### config.mk
export PLATFORM = sky130hd
export DESIGN_NAME = h264_access_unit_boundary_detector_unit
export DESIGN_NICKNAME = d
export VERILOG_FILES = /design/src/rtl/core/aubd_pkg.sv /design/src/rtl/core/h264_access_unit_boundary_detector_unit.sv /design/src/rtl/core/aubd_front.sv /design/src/rtl/core/aubd_queue.sv /design/src/rtl/core/aubd_back.sv
export VERILOG_INCLUDE_DIRS = /design/src /design/src/rtl/core
export SDC_FILE = /design/constraint.sdc
export NUM_CORES = 1
export LEC_CHECK = 0
export BUFFER_PORTS_ARGS = -buffer_cell sky130_fd_sc_hd__buf_2
export CORE_MARGIN = 2
export CORE_UTILIZATION = 40
export CTS_BUF_LIST = sky130_fd_sc_hd__clkbuf_8
export DETAILED_ROUTE_END_ITERATION = 8
export GPL_TIMING_DRIVEN = 0
export SLEW_MARGIN = 40
export SYNTH_ARGS = -nofsm -noshare
export SYNTH_HDL_FRONTEND = slang
export SYNTH_HIERARCHICAL = 1
export SYNTH_SLANG_ARGS = --single-unit
### constraint.sdc
create_clock -name clk -period 54.7 [get_ports clk]
set_input_delay 13.675 -clock clk [delete_from_list [all_inputs] [get_ports clk]]
set_output_delay 13.675 -clock clk [all_outputs]
set_load 0.005 [all_outputs]
### src/rtl/core/h264_access_unit_boundary_detector_unit_defines.svh
// Assertion macros shared by the access unit boundary detector RTL.
`ifndef H264_ACCESS_UNIT_BOUNDARY_DETECTOR_UNIT_DEFINES_SVH
`define H264_ACCESS_UNIT_BOUNDARY_DETECTOR_UNIT_DEFINES_SVH

`ifndef SYNTH

// Same-cycle implication, sampled on clk and disabled during reset.
`define AUBD_ASSERT_IMPLY(lbl, ante, cons, msg) \
  lbl: assert property (@(posedge clk) disable iff (!rst_n) (ante) |-> (cons)) \
    else $error(msg);

// Next-cycle implication, sampled on clk and disabled during reset.
`define AUBD_ASSERT_NEXT(lbl, ante, cons, msg) \
  lbl: assert property (@(posedge clk) disable iff (!rst_n) (ante) |=> (cons)) \
    else $error(msg);

`else

`define AUBD_ASSERT_IMPLY(lbl, ante, cons, msg)

`define AUBD_ASSERT_NEXT(lbl, ante, cons, msg)

`endif

`endif

### src/rtl/core/aubd_pkg.sv
// Types, constants and helpers shared by the access unit boundary detector.
package aubd_pkg;

  localparam int INDEX_BITS      = 32;
  localparam int COUNT_BITS      = 16;
  localparam int UNIT_BITS       = 32;
  localparam int KIND_BITS       = 5;
  localparam int QUEUE_DEPTH_DEF = 4;
  localparam int IN_DATA_BITS    = 200;
  localparam int OUT_DATA_BITS   = 168;

  // Item classes produced by the front end.
  typedef logic [1:0] cls_t;
  localparam cls_t CLS_FINISH = 2'd0;
  localparam cls_t CLS_VCL    = 2'd1;
  localparam cls_t CLS_PREFIX = 2'd2;
  localparam cls_t CLS_OTHER  = 2'd3;

  // NAL unit type codes that matter for grouping.
  localparam logic [4:0] NAL_SLICE  = 5'd1;
  localparam logic [4:0] NAL_IDR    = 5'd5;
  localparam logic [4:0] NAL_SEI    = 5'd6;
  localparam logic [4:0] NAL_AUD    = 5'd9;
  localparam logic [4:0] NAL_PFX_LO = 5'd14;
  localparam logic [4:0] NAL_PFX_HI = 5'd18;

  localparam logic [2:0] KIND_MAX = 3'd4;

  typedef logic [INDEX_BITS-1:0] index_t;
  typedef logic [COUNT_BITS-1:0] count_t;

  typedef struct packed {
    logic [15:0]        frame_number;
    logic [7:0]         pps_id;
    logic               field;
    logic               bottom;
    logic               idr;
    logic               reference;
    logic [15:0]        poc_lsb;
    logic signed [31:0] delta_poc_bottom;
    logic signed [31:0] delta_poc_first;
    logic signed [31:0] delta_poc_second;
    logic [15:0]        idr_picture_id;
  } slice_t;

  typedef struct packed {
    cls_t                 cls;
    index_t               pos;
    logic [KIND_BITS-1:0] kind_bit;
    slice_t               slice;
  } item_t;

  // Members run from the top bit down, so unit_number lands in the lowest bits.
  typedef struct packed {
    logic [KIND_BITS-1:0] slice_kinds_seen;
    count_t               vcl_total;
    count_t               nal_total;
    index_t               last_nal;
    index_t               first_vcl_nal;
    index_t               first_nal;
    logic [UNIT_BITS-1:0] unit_number;
  } result_t;

  function automatic count_t sat_inc(input count_t v);
    return (v == '1) ? v : v + 1'b1;
  endfunction

endpackage

### src/rtl/core/h264_access_unit_boundary_detector_unit.sv
// Top level of the H.264 access unit boundary detector.
//
//   channel | direction | tdata bits | tuser   | note
//   in_     | slave     | 200        | command | one parsed NAL header per word
//   out_    | master    | 168        | none    | one completed access unit per word
//
// One input word can be taken per cycle while in_tready is high; the front end
// decodes it into a QUEUE_DEPTH-entry queue and the back end retires one queued
// word per cycle while no result waits; out_tvalid and out_tdata are registered.
// While a result waits for out_tready the back end holds and the queue takes up
// to QUEUE_DEPTH more words before in_tready falls.
// Synchronous reset clears the queue, counters and flags.
module h264_access_unit_boundary_detector_unit
  import aubd_pkg::*;
#(
  parameter int QUEUE_DEPTH = QUEUE_DEPTH_DEF
)
(
  input  logic                     clk,
  input  logic                     rst_n,
  input  logic                     in_tvalid,
  output logic                     in_tready,
  // nal_position, unit_type, picture_flags, frame_number, pps_id, poc_lsb,
  // delta_poc_bottom, delta_poc_first, delta_poc_second, idr_picture_id,
  // slice_kind, zero padding
  input  logic [IN_DATA_BITS-1:0]  in_tdata,
  // command
  input  logic                     in_tuser,
  output logic                     out_tvalid,
  input  logic                     out_tready,
  // unit_number, first_nal, first_vcl_nal, last_nal, nal_total, vcl_total,
  // slice_kinds_seen, zero padding
  output logic [OUT_DATA_BITS-1:0] out_tdata
);

  logic  push_valid;
  item_t push_item;
  logic  q_valid;
  logic  q_pop;
  item_t q_item;

  aubd_front u_front (
    .in_tvalid  (in_tvalid),
    .in_tdata   (in_tdata),
    .in_tuser   (in_tuser),
    .push_valid (push_valid),
    .push_item  (push_item)
  );

  aubd_queue #(
    .DEPTH (QUEUE_DEPTH)
  ) u_queue (
    .clk        (clk),
    .rst_n      (rst_n),
    .push_valid (push_valid),
    .push_ready (in_tready),
    .push_item  (push_item),
    .pop_valid  (q_valid),
    .pop_ready  (q_pop),
    .pop_item   (q_item)
  );

  aubd_back u_back (
    .clk        (clk),
    .rst_n      (rst_n),
    .q_valid    (q_valid),
    .q_pop      (q_pop),
    .q_item     (q_item),
    .out_tvalid (out_tvalid),
    .out_tready (out_tready),
    .out_tdata  (out_tdata)
  );

endmodule

### src/rtl/core/aubd_front.sv
// Front end: unpacks an input word and classifies the NAL unit it carries.
module aubd_front
  import aubd_pkg::*;
(
  input  logic                    in_tvalid,
  input  logic [IN_DATA_BITS-1:0] in_tdata,
  input  logic                    in_tuser,
  output logic                    push_valid,
  output item_t                   push_item
);

  logic [4:0] unit_type;
  logic [4:0] flags;
  logic [2:0] slice_kind;
  cls_t       nal_cls;

  assign unit_type  = in_tdata[36:32];
  assign flags      = in_tdata[41:37];
  assign slice_kind = in_tdata[196:194];

  always_comb begin
    unique case (unit_type) inside
      NAL_SLICE, NAL_IDR:      nal_cls = flags[0] ? CLS_VCL : CLS_OTHER;
      [NAL_SEI:NAL_AUD]:       nal_cls = CLS_PREFIX;
      [NAL_PFX_LO:NAL_PFX_HI]: nal_cls = CLS_PREFIX;
      default:                 nal_cls = CLS_OTHER;
    endcase
  end

  always_comb begin
    push_item.cls      = in_tuser ? CLS_FINISH : nal_cls;
    push_item.pos      = in_tdata[INDEX_BITS-1:0];
    // Kinds above SI leave the mask untouched.
    push_item.kind_bit = (slice_kind <= KIND_MAX) ? KIND_BITS'(5'd1 << slice_kind) : '0;
    push_item.slice.frame_number     = in_tdata[57:42];
    push_item.slice.pps_id           = in_tdata[65:58];
    push_item.slice.field            = flags[1];
    push_item.slice.bottom           = flags[2];
    push_item.slice.idr              = flags[3];
    push_item.slice.reference        = flags[4];
    push_item.slice.poc_lsb          = in_tdata[81:66];
    push_item.slice.delta_poc_bottom = in_tdata[113:82];
    push_item.slice.delta_poc_first  = in_tdata[145:114];
    push_item.slice.delta_poc_second = in_tdata[177:146];
    push_item.slice.idr_picture_id   = in_tdata[193:178];
  end

  assign push_valid = in_tvalid;

endmodule

### src/rtl/core/aubd_queue.sv
// Short queue of classified items between the front end and the back end.
`include "h264_access_unit_boundary_detector_unit_defines.svh"

module aubd_queue
  import aubd_pkg::*;
#(
  parameter int DEPTH = QUEUE_DEPTH_DEF
)
(
  input  logic  clk,
  input  logic  rst_n,
  input  logic  push_valid,
  output logic  push_ready,
  input  item_t push_item,
  output logic  pop_valid,
  input  logic  pop_ready,
  output item_t pop_item
);

  localparam int PTR_W = (DEPTH > 1) ? $clog2(DEPTH) : 1;
  localparam int CNT_W = $clog2(DEPTH + 1);

  item_t             mem_r [DEPTH];
  logic [PTR_W-1:0]  wr_ptr_r, wr_ptr_nxt;
  logic [PTR_W-1:0]  rd_ptr_r, rd_ptr_nxt;
  logic [CNT_W-1:0]  count_r, count_nxt;
  logic              push;
  logic              pop;

  assign push_ready = (count_r != CNT_W'(DEPTH));
  assign pop_valid  = (count_r != '0);
  assign pop_item   = mem_r[rd_ptr_r];
  assign push       = push_valid && push_ready;
  assign pop        = pop_valid && pop_ready;

  always_comb begin
    wr_ptr_nxt = wr_ptr_r;
    rd_ptr_nxt = rd_ptr_r;
    count_nxt  = count_r;
    if (push) begin
      wr_ptr_nxt = (wr_ptr_r == PTR_W'(DEPTH - 1)) ? '0 : wr_ptr_r + 1'b1;
    end
    if (pop) begin
      rd_ptr_nxt = (rd_ptr_r == PTR_W'(DEPTH - 1)) ? '0 : rd_ptr_r + 1'b1;
    end
    if (push && !pop) begin
      count_nxt = count_r + 1'b1;
    end else if (pop && !push) begin
      count_nxt = count_r - 1'b1;
    end
  end

  always_ff @(posedge clk) begin
    if (!rst_n) begin
      wr_ptr_r <= '0;
      rd_ptr_r <= '0;
      count_r  <= '0;
    end else begin
      wr_ptr_r <= wr_ptr_nxt;
      rd_ptr_r <= rd_ptr_nxt;
      count_r  <= count_nxt;
    end
  end

  always_ff @(posedge clk) begin
    if (push) begin
      mem_r[wr_ptr_r] <= push_item;
    end
  end

  `AUBD_ASSERT_IMPLY(a_count_bound, 1'b1, count_r <= CNT_W'(DEPTH), "queue count above depth")
  `AUBD_ASSERT_NEXT(a_count_grow, push && !pop, count_r == CNT_W'($past(count_r) + 1'b1), "queue count did not grow on push")
  `AUBD_ASSERT_NEXT(a_rd_follows, pop && !push, rd_ptr_r != $past(rd_ptr_r) || DEPTH == 1, "read pointer stuck on pop")

endmodule

### src/rtl/core/aubd_back.sv
// Back end: access unit state, picture change detection and the result register.
`include "h264_access_unit_boundary_detector_unit_defines.svh"

module aubd_back
  import aubd_pkg::*;
(
  input  logic                     clk,
  input  logic                     rst_n,
  input  logic                     q_valid,
  output logic                     q_pop,
  input  item_t                    q_item,
  output logic                     out_tvalid,
  input  logic                     out_tready,
  output logic [OUT_DATA_BITS-1:0] out_tdata
);

  localparam int OUT_PAD = OUT_DATA_BITS - $bits(result_t);

  logic                 open_r, open_nxt;
  logic [UNIT_BITS-1:0] counter_r, counter_nxt;
  count_t               nal_cnt_r, nal_cnt_nxt;
  count_t               vcl_cnt_r, vcl_cnt_nxt;
  logic [KIND_BITS-1:0] mask_r, mask_nxt;
  count_t               pend_cnt_r, pend_cnt_nxt;
  logic                 out_valid_r, out_valid_nxt;
  slice_t               stored_r, stored_nxt;
  index_t               first_nal_r, first_nal_nxt;
  index_t               first_vcl_r, first_vcl_nxt;
  index_t               last_nal_r, last_nal_nxt;
  index_t               pend_first_r, pend_first_nxt;
  result_t              out_data_r, out_data_nxt;

  logic   advance;
  logic   new_pic;
  logic   emit;
  logic   start;
  logic   append;
  logic   add_pend;
  slice_t s;

  assign s       = q_item.slice;
  assign advance = q_valid && (!out_valid_r || out_tready);
  assign q_pop   = advance;

  // New picture on a changed first-slice field; bottom needs fields, IDR id IDRs.
  always_comb begin
    new_pic = (stored_r.frame_number != s.frame_number) ||
              (stored_r.pps_id != s.pps_id) ||
              (stored_r.field != s.field) ||
              (stored_r.field && s.field && stored_r.bottom != s.bottom) ||
              (stored_r.reference != s.reference) ||
              (stored_r.poc_lsb != s.poc_lsb) ||
              (stored_r.delta_poc_bottom != s.delta_poc_bottom) ||
              (stored_r.delta_poc_first != s.delta_poc_first) ||
              (stored_r.delta_poc_second != s.delta_poc_second) ||
              (stored_r.idr != s.idr) ||
              (stored_r.idr && s.idr && stored_r.idr_picture_id != s.idr_picture_id);
  end

  always_comb begin
    emit     = 1'b0;
    start    = 1'b0;
    append   = 1'b0;
    add_pend = 1'b0;
    if (advance) begin
      case (q_item.cls)
        CLS_FINISH: emit = open_r;
        CLS_VCL: begin
          start  = !open_r || new_pic;
          emit   = open_r && new_pic;
          append = open_r && !new_pic;
        end
        CLS_PREFIX: begin
          emit     = open_r;
          add_pend = 1'b1;
        end
        default: begin
          append   = open_r;
          add_pend = !open_r;
        end
      endcase
    end
  end

  always_comb begin
    open_nxt       = open_r;
    counter_nxt    = counter_r;
    nal_cnt_nxt    = nal_cnt_r;
    vcl_cnt_nxt    = vcl_cnt_r;
    mask_nxt       = mask_r;
    pend_cnt_nxt   = pend_cnt_r;
    stored_nxt     = stored_r;
    first_nal_nxt  = first_nal_r;
    first_vcl_nxt  = first_vcl_r;
    last_nal_nxt   = last_nal_r;
    pend_first_nxt = pend_first_r;
    out_valid_nxt  = out_valid_r;
    out_data_nxt   = out_data_r;

    if (emit) begin
      open_nxt                      = 1'b0;
      out_valid_nxt                 = 1'b1;
      out_data_nxt.unit_number      = counter_r - 1'b1;
      out_data_nxt.first_nal        = first_nal_r;
      out_data_nxt.first_vcl_nal    = first_vcl_r;
      out_data_nxt.last_nal         = last_nal_r;
      out_data_nxt.nal_total        = nal_cnt_r;
      out_data_nxt.vcl_total        = vcl_cnt_r;
      out_data_nxt.slice_kinds_seen = mask_r;
    end else if (out_tready) begin
      out_valid_nxt = 1'b0;
    end

    if (start) begin
      // Pending prefixes are folded into the new unit.
      open_nxt      = 1'b1;
      counter_nxt   = counter_r + 1'b1;
      first_nal_nxt = (pend_cnt_r != '0) ? pend_first_r : q_item.pos;
      nal_cnt_nxt   = sat_inc(pend_cnt_r);
      vcl_cnt_nxt   = count_t'(1);
      mask_nxt      = q_item.kind_bit;
      stored_nxt    = s;
      first_vcl_nxt = q_item.pos;
      last_nal_nxt  = q_item.pos;
      pend_cnt_nxt  = '0;
    end

    if (append) begin
      last_nal_nxt = q_item.pos;
      nal_cnt_nxt  = sat_inc(nal_cnt_r);
      if (q_item.cls == CLS_VCL) begin
        vcl_cnt_nxt = sat_inc(vcl_cnt_r);
        mask_nxt    = mask_r | q_item.kind_bit;
      end
    end

    if (add_pend) begin
      if (pend_cnt_r == '0) begin
        pend_first_nxt = q_item.pos;
      end
      pend_cnt_nxt = sat_inc(pend_cnt_r);
    end
  end

  always_ff @(posedge clk) begin
    if (!rst_n) begin
      open_r      <= 1'b0;
      counter_r   <= '0;
      nal_cnt_r   <= '0;
      vcl_cnt_r   <= '0;
      mask_r      <= '0;
      pend_cnt_r  <= '0;
      out_valid_r <= 1'b0;
    end else begin
      open_r      <= open_nxt;
      counter_r   <= counter_nxt;
      nal_cnt_r   <= nal_cnt_nxt;
      vcl_cnt_r   <= vcl_cnt_nxt;
      mask_r      <= mask_nxt;
      pend_cnt_r  <= pend_cnt_nxt;
      out_valid_r <= out_valid_nxt;
    end
  end

  always_ff @(posedge clk) begin
    stored_r     <= stored_nxt;
    first_nal_r  <= first_nal_nxt;
    first_vcl_r  <= first_vcl_nxt;
    last_nal_r   <= last_nal_nxt;
    pend_first_r <= pend_first_nxt;
    out_data_r   <= out_data_nxt;
  end

  assign out_tvalid = out_valid_r;
  assign out_tdata  = {{OUT_PAD{1'b0}}, out_data_r};

  `AUBD_ASSERT_IMPLY(a_open_has_vcl, open_r, vcl_cnt_r != '0, "open unit without a VCL word")
  `AUBD_ASSERT_IMPLY(a_nal_covers_vcl, open_r, nal_cnt_r >= vcl_cnt_r, "NAL count below VCL count")
  `AUBD_ASSERT_NEXT(a_emit_shows, emit, out_valid_r && !open_r || out_valid_r && $past(start), "emitted unit not presented")

endmodule

=== After elaboration in Yosys (flattened, before gate mapping) ===
Memories as Yosys holds them, arrays and structs flattened. A register that Yosys moved wholly into a read port is not among the register bits.
Index checks and enable logic that the tools add are counted.

* Add/sub/neg operators: 9
* Order comparisons: 5
* Equal/unequal tests: 23
* Shift operators: 1
* Mux-type cells: 40
* Bitwise gates (word level): 1
* Reductions and logical operators: 45

{| class="wikitable"
|+ Operators with widths
! cell !! number
|-
| $mux W16 || 10
|-
| $mux W32 || 3
|-
| $ne A32 B32 Y1 || 3
|-
| $add A16 B1 Y16 const B || 3
|-
| $eq A16 B16 Y1 const B || 3
|-
| $ne A16 B16 Y1 || 3
|-
| $add A32 B1 Y32 const B || 1
|-
| $sub A32 B1 Y32 const B || 1
|-
| $mux W5 || 4
|-
| $logic_not A16 Y1 || 1
|-
| $reduce_bool A16 Y1 || 1
|-
| $logic_and A1 B1 Y1 || 13
|-
| $logic_or A1 B1 Y1 || 12
|-
| $mux W2 || 6
|-
| $mux W1 || 11
|-
| $reduce_bool A2 Y1 || 5
|-
| $ne A8 B8 Y1 || 1
|-
| $reduce_or A2 Y1 || 4
|-
| $eq A2 B2 Y1 const B || 3
|-
| $mux W3 || 2
|-
| $ne A3 B3 Y1 const B || 2
|-
| $pmux W1 S2 || 3
|-
| $eq A5 B1 Y1 const B || 1
|-
| $eq A5 B3 Y1 const B || 1
|-
| 18 further kinds || 27
|}

* Flip-flop bits (word level): 543
* RAM bits: 780
* Input bits: 205
* Output and inout bits: 170
* Word-level logic and storage cells: 157
* Memories: 1

{| class="wikitable"
|+ Memories
! memory !! words !! width !! read ports !! clocked after memory_dff !! write ports !! RTL line !! text
|-
| u_queue.mem_r || 4 || 195 || 1 || 1 || 1 || aubd_queue.sv:23 || <nowiki>item_t mem_r [DEPTH];</nowiki>
|}

=== Longest topological paths before layout ===
* Word-level depth: 17
* Depth in mapped cells: 17
* Mapped depth without buffers: 12

=== Hierarchy ===
The synthesis kept the hierarchy.

{| class="wikitable"
|+ Modules (own cells, without submodules)
! module !! times used !! cells each !! area each (um^2) !! sequential area each (um^2)
|-
| aubd_queue || 1 || 1070 || 28618.7 || 23602.6
|-
| aubd_back || 1 || 1465 || 21149.0 || 15224.6
|-
| aubd_front || 1 || 201 || 1514.0 || 0.0
|}

=== Least setup slack after synthesis ===
OpenSTA, ideal clock, no wires.

* Kind: input port to flip-flop
* Start: input out_tready
* End: register u_back.out_data_r, in the netlist u_back/out_tdata[0], enable pin
* Library setup time: 937 ps
* Data arrival time: 26025 ps
* Required time: 53763 ps
* Setup slack: 27738 ps
* Cell stages on the path: 4
* Path buffers: 0
* Cells stage by stage: inv_1 -> nand2_1 -> nand2_1 -> a211oi_1

* Longest elaborated chain between the ends: 3

{| class="wikitable"
|+ RTL lines
! what !! RTL line !! text
|-
| start, declared || h264_access_unit_boundary_detector_unit.sv:30 || <nowiki>input logic out_tready,</nowiki>
|-
| $logic_or A1 B1 Y1 || aubd_back.sv:42 || <nowiki>assign advance = q_valid && (!out_valid_r || out_tready);</nowiki>
|-
| $logic_and A1 B1 Y1 || aubd_back.sv:42 ||
|-
| $mux W1 || aubd_back.sv:65 || <nowiki>if (advance) begin</nowiki>
|-
| named net u_back.emit || aubd_back.sv:35 || <nowiki>logic emit;</nowiki>
|-
| end signal, assigned || aubd_back.sv:171 || <nowiki>out_data_r <= out_data_nxt;</nowiki>
|-
| end, declared || aubd_back.sv:31 || <nowiki>result_t out_data_r, out_data_nxt;</nowiki>
|}

The timed path passes the listed nets, and every way through them passes these cells.
A chain may end at the register's enable or synchronous reset.

=== Final worst setup path ===
* Start: input out_tready
* End: register u_back.out_data_r, in the netlist u_back/out_tdata[107], enable pin

Same word-level chain as after synthesis.

==> flow_summary.yaml <==
clocking:
  tritoncts: "done"
  holdBufCountCts: 0
  cts.sinks: 1325
  post_cts_buffers: 0
  clock_latency_ns: 0.93
  path_clk_slew_ns: 0.06
  cts-root-buf: "clkbuf_8"
  cts-htree-levels: 4
  cts_resized: 0
  clock_tree.buffer_depth: 3
  cts_made_buffers: 213
global_route:
  grt_overflow: 0
  antenna_found_initial: 35
  grtUsageTotal: 0.1715
  grt_pass1_vias: 25959
  grt_max_degree: 71
  grt_pass1_wl_um: 167000
critical_path:
  worstSetupStartpoint: "out_tready"
  crit_slowest_cell: "a211oi_4"
  path_buf_inv: 11
  start_kind: "input port"
  crit_family: "buffers and inverters"
  path_common_cell: "buf_6"
  path_cells: "buf_2 -> inv_1 -> nand2_1 -> nand2_1 -> a211oi_4 -> buf_6 -> buf_4 -> buf_6 -> buf_4 -> buf_4 -> buf_6 -> buf_6 -> buf_6 -> buf_6"
  cpPeakStageDelay_ns: 0.66
  arrival_ns: 16.68
  crit_type: "in2reg"
  worstPathMaxFanout: 13
  cp-end-kind: "register"
  cp.required_ns: 55.27
placed_design:
  preCtsSetupSlack_ns: 37.72
  hpwl_um: 76640
  placed_area_um2: 55200
  gp_congestion: 0.8372
  post-place-cells: 4629
  port_buffers: 179
sta:
  slew_headroom: 0.4676
  fmax_ghz: 0.06210
  setup_slack_ns: 38.60
  min_period_over_period: 0.2944
  fin_tns_setup_ns: 0
  period_minus_slack_ns: 16.10
  setup_viol: 0
  finalMaxSlewViolations: 0
  clock_skew_ns: 0.06627
  grt_setup_unrepaired: "false"
  max_slew.worst_pin.slew_ns: 0.7913
  finalHoldViolations: 0
worst_hold_path:
  worstHoldStart: "u_back/first_nal_r[0]"
  min_path_type: "reg2reg"
die:
  core_region_area_um2: 127400
  rows: 131
  fp.dieH_um: 362.1
  start_util: 0.4027
  dieArea_um2: 131100
  fp.dieW_um: 362.1
  ioPinCount: 375
synth:
  synth-edff-count: 1229
  yosys_register_bits: 1325
  yosysMostFrequentCell: "edfxtp_1"
  synth_cell_type_count: 80
  yosys.area.top_type: "edfxtp_1"
  async_reset_ff_frac: 0
  ys_top_cells_by_area: "edfxtp_1 (72%), mux4_2 (8.6%), dfxtp_1 (3.7%)"
  synth_top_cells_by_count: "edfxtp_1 (1,229), buf_4 (195), mux4_2 (195), nand2_1 (97), dfxtp_1 (96)"
  syn-instance-count: 2736
  syn_avg_cell_area_um2: 18.74
  synth_area_um2: 51280
  yosysTopAreaCellShare: 0.7197
  ys.flop_type: "edfxtp_1"
  ys_warn_count: 6
  synth-seq-area-share: 0.7571
detailed_routing:
  wl_per_cell_um: 22.31
  via_per_inst: 5.054
  vias: 25455
  finalWirelength_um: 112400
  ant_nets: 0
  first_pass_iters: 7
  drc: 0
  drtIter0Drc: 1915
layout:
  nNetsFinal: 3402
  final_cell_area_um2: 59250
  syn2layout_area_growth_pct: 15.53
  finalNonFillerCells: 5037
  drive_above_1_share: 0.2967
outcome:
  status: "completed"
pwr:
  ir_drop_uv: 25.23
  power_density_nw_per_um2: 45.72
  p_leak_nw: 19.77
run:
  drv_cap: 0
## final cells by class
type                       instances  area [µm²]
clock buffer                     213        2932
fill                           10830       68110
timing repair buffer             229        1765
clock inverter                   187        1085
multi-input combinational       1064       10300
tap                             1662        2079
sequential                      1325       38830
antenna                            8       20.02
inverter                          60       232.7
buffer                           289        2003
## layout by cell type (no fill, tap or decap), drive strengths merged, types with 43 or more instances in the layout
cell    synthesis  final
nor2           74     74
mux4          195    195
inv            60    131
nand3          43     43
clkbuf         49    262
dfxtp          96     96
xor2           58     58
edfxtp       1229   1229
clkinv          0    109
xnor2          94     94
nand2          99     99
buf           240    469
## where the power goes
| part | internal (mW) | switching (mW) | leakage (nW) |
|---|---|---|---|
| Clock | 0.402 | 0.396 | 2.29 |
| Combinational | 0.226 | 0.322 | 5.46 |
| Sequential | 1.32 | 0.0421 | 12.0 |
| Total | 1.95 | 0.760 | 19.8 |
## metal layers
layer,part of all wire,wire (µm),up-vias,track usage
met2,0.48,53550,779,0.2739
met4,0.018,1983,42,0.04820
met1,0.42,47190,12863,0.2239
met3,0.083,9343,198,0.05740
met5,0.0025,280,-,0
li1,-,-,11573,-
## cell families after synthesis
family	synth area share
XOR/XNOR	0.02596
other	0.00007313
flip-flops	0.7571
AND/OR/NAND/NOR	0.04850
AO/OA/AOI/OAI	0.02615
adder cells (fa/ha/maj)	0.003806
multiplexers	0.09501
buffers and inverters	0.04336
## worst paths after layout
check,end,slack [ns],depth (start not counted)
max,u_back/out_tdata[107],38.60,14
min,u_back/out_tdata[32],0.42,0
max reg2reg,u_back/out_tdata[107],48.06,20
min reg2reg,u_back/out_tdata[32],0.42,0
## state kept, by name, indices dropped and copies added (netlist names), named ones only
name                 count
u_back/counter_r        32
u_queue/wr_ptr_r         2
u_back/out_tdata       165
u_back/stored_r        156
u_queue/rd_ptr_r         2
u_back/open_r            1
u_back/nal_cnt_r        16
u_back/pend_cnt_r       16
u_back/vcl_cnt_r        16
u_back/first_nal_r      32
u_back/first_vcl_r      32
u_back/out_tvalid        1
u_back/pend_first_r     32
u_queue/count_r          3
u_queue/mem_r          780
u_back/mask_r            5
u_back/last_nal_r       32
## through the flow
stage	utilization	total power [mW]	hold WS, ns
final	0.4652	2.709	0.4162
after global routing	0.4651	2.842	0.4186
after CTS	0.4650	2.754	0.4147
after detailed placement	0.4335	1.945	0.4045
after global placement	0.4261	1.957	0.4010
after floorplan	-	1.755	0.4003
(Power assumes the default switching activity.)
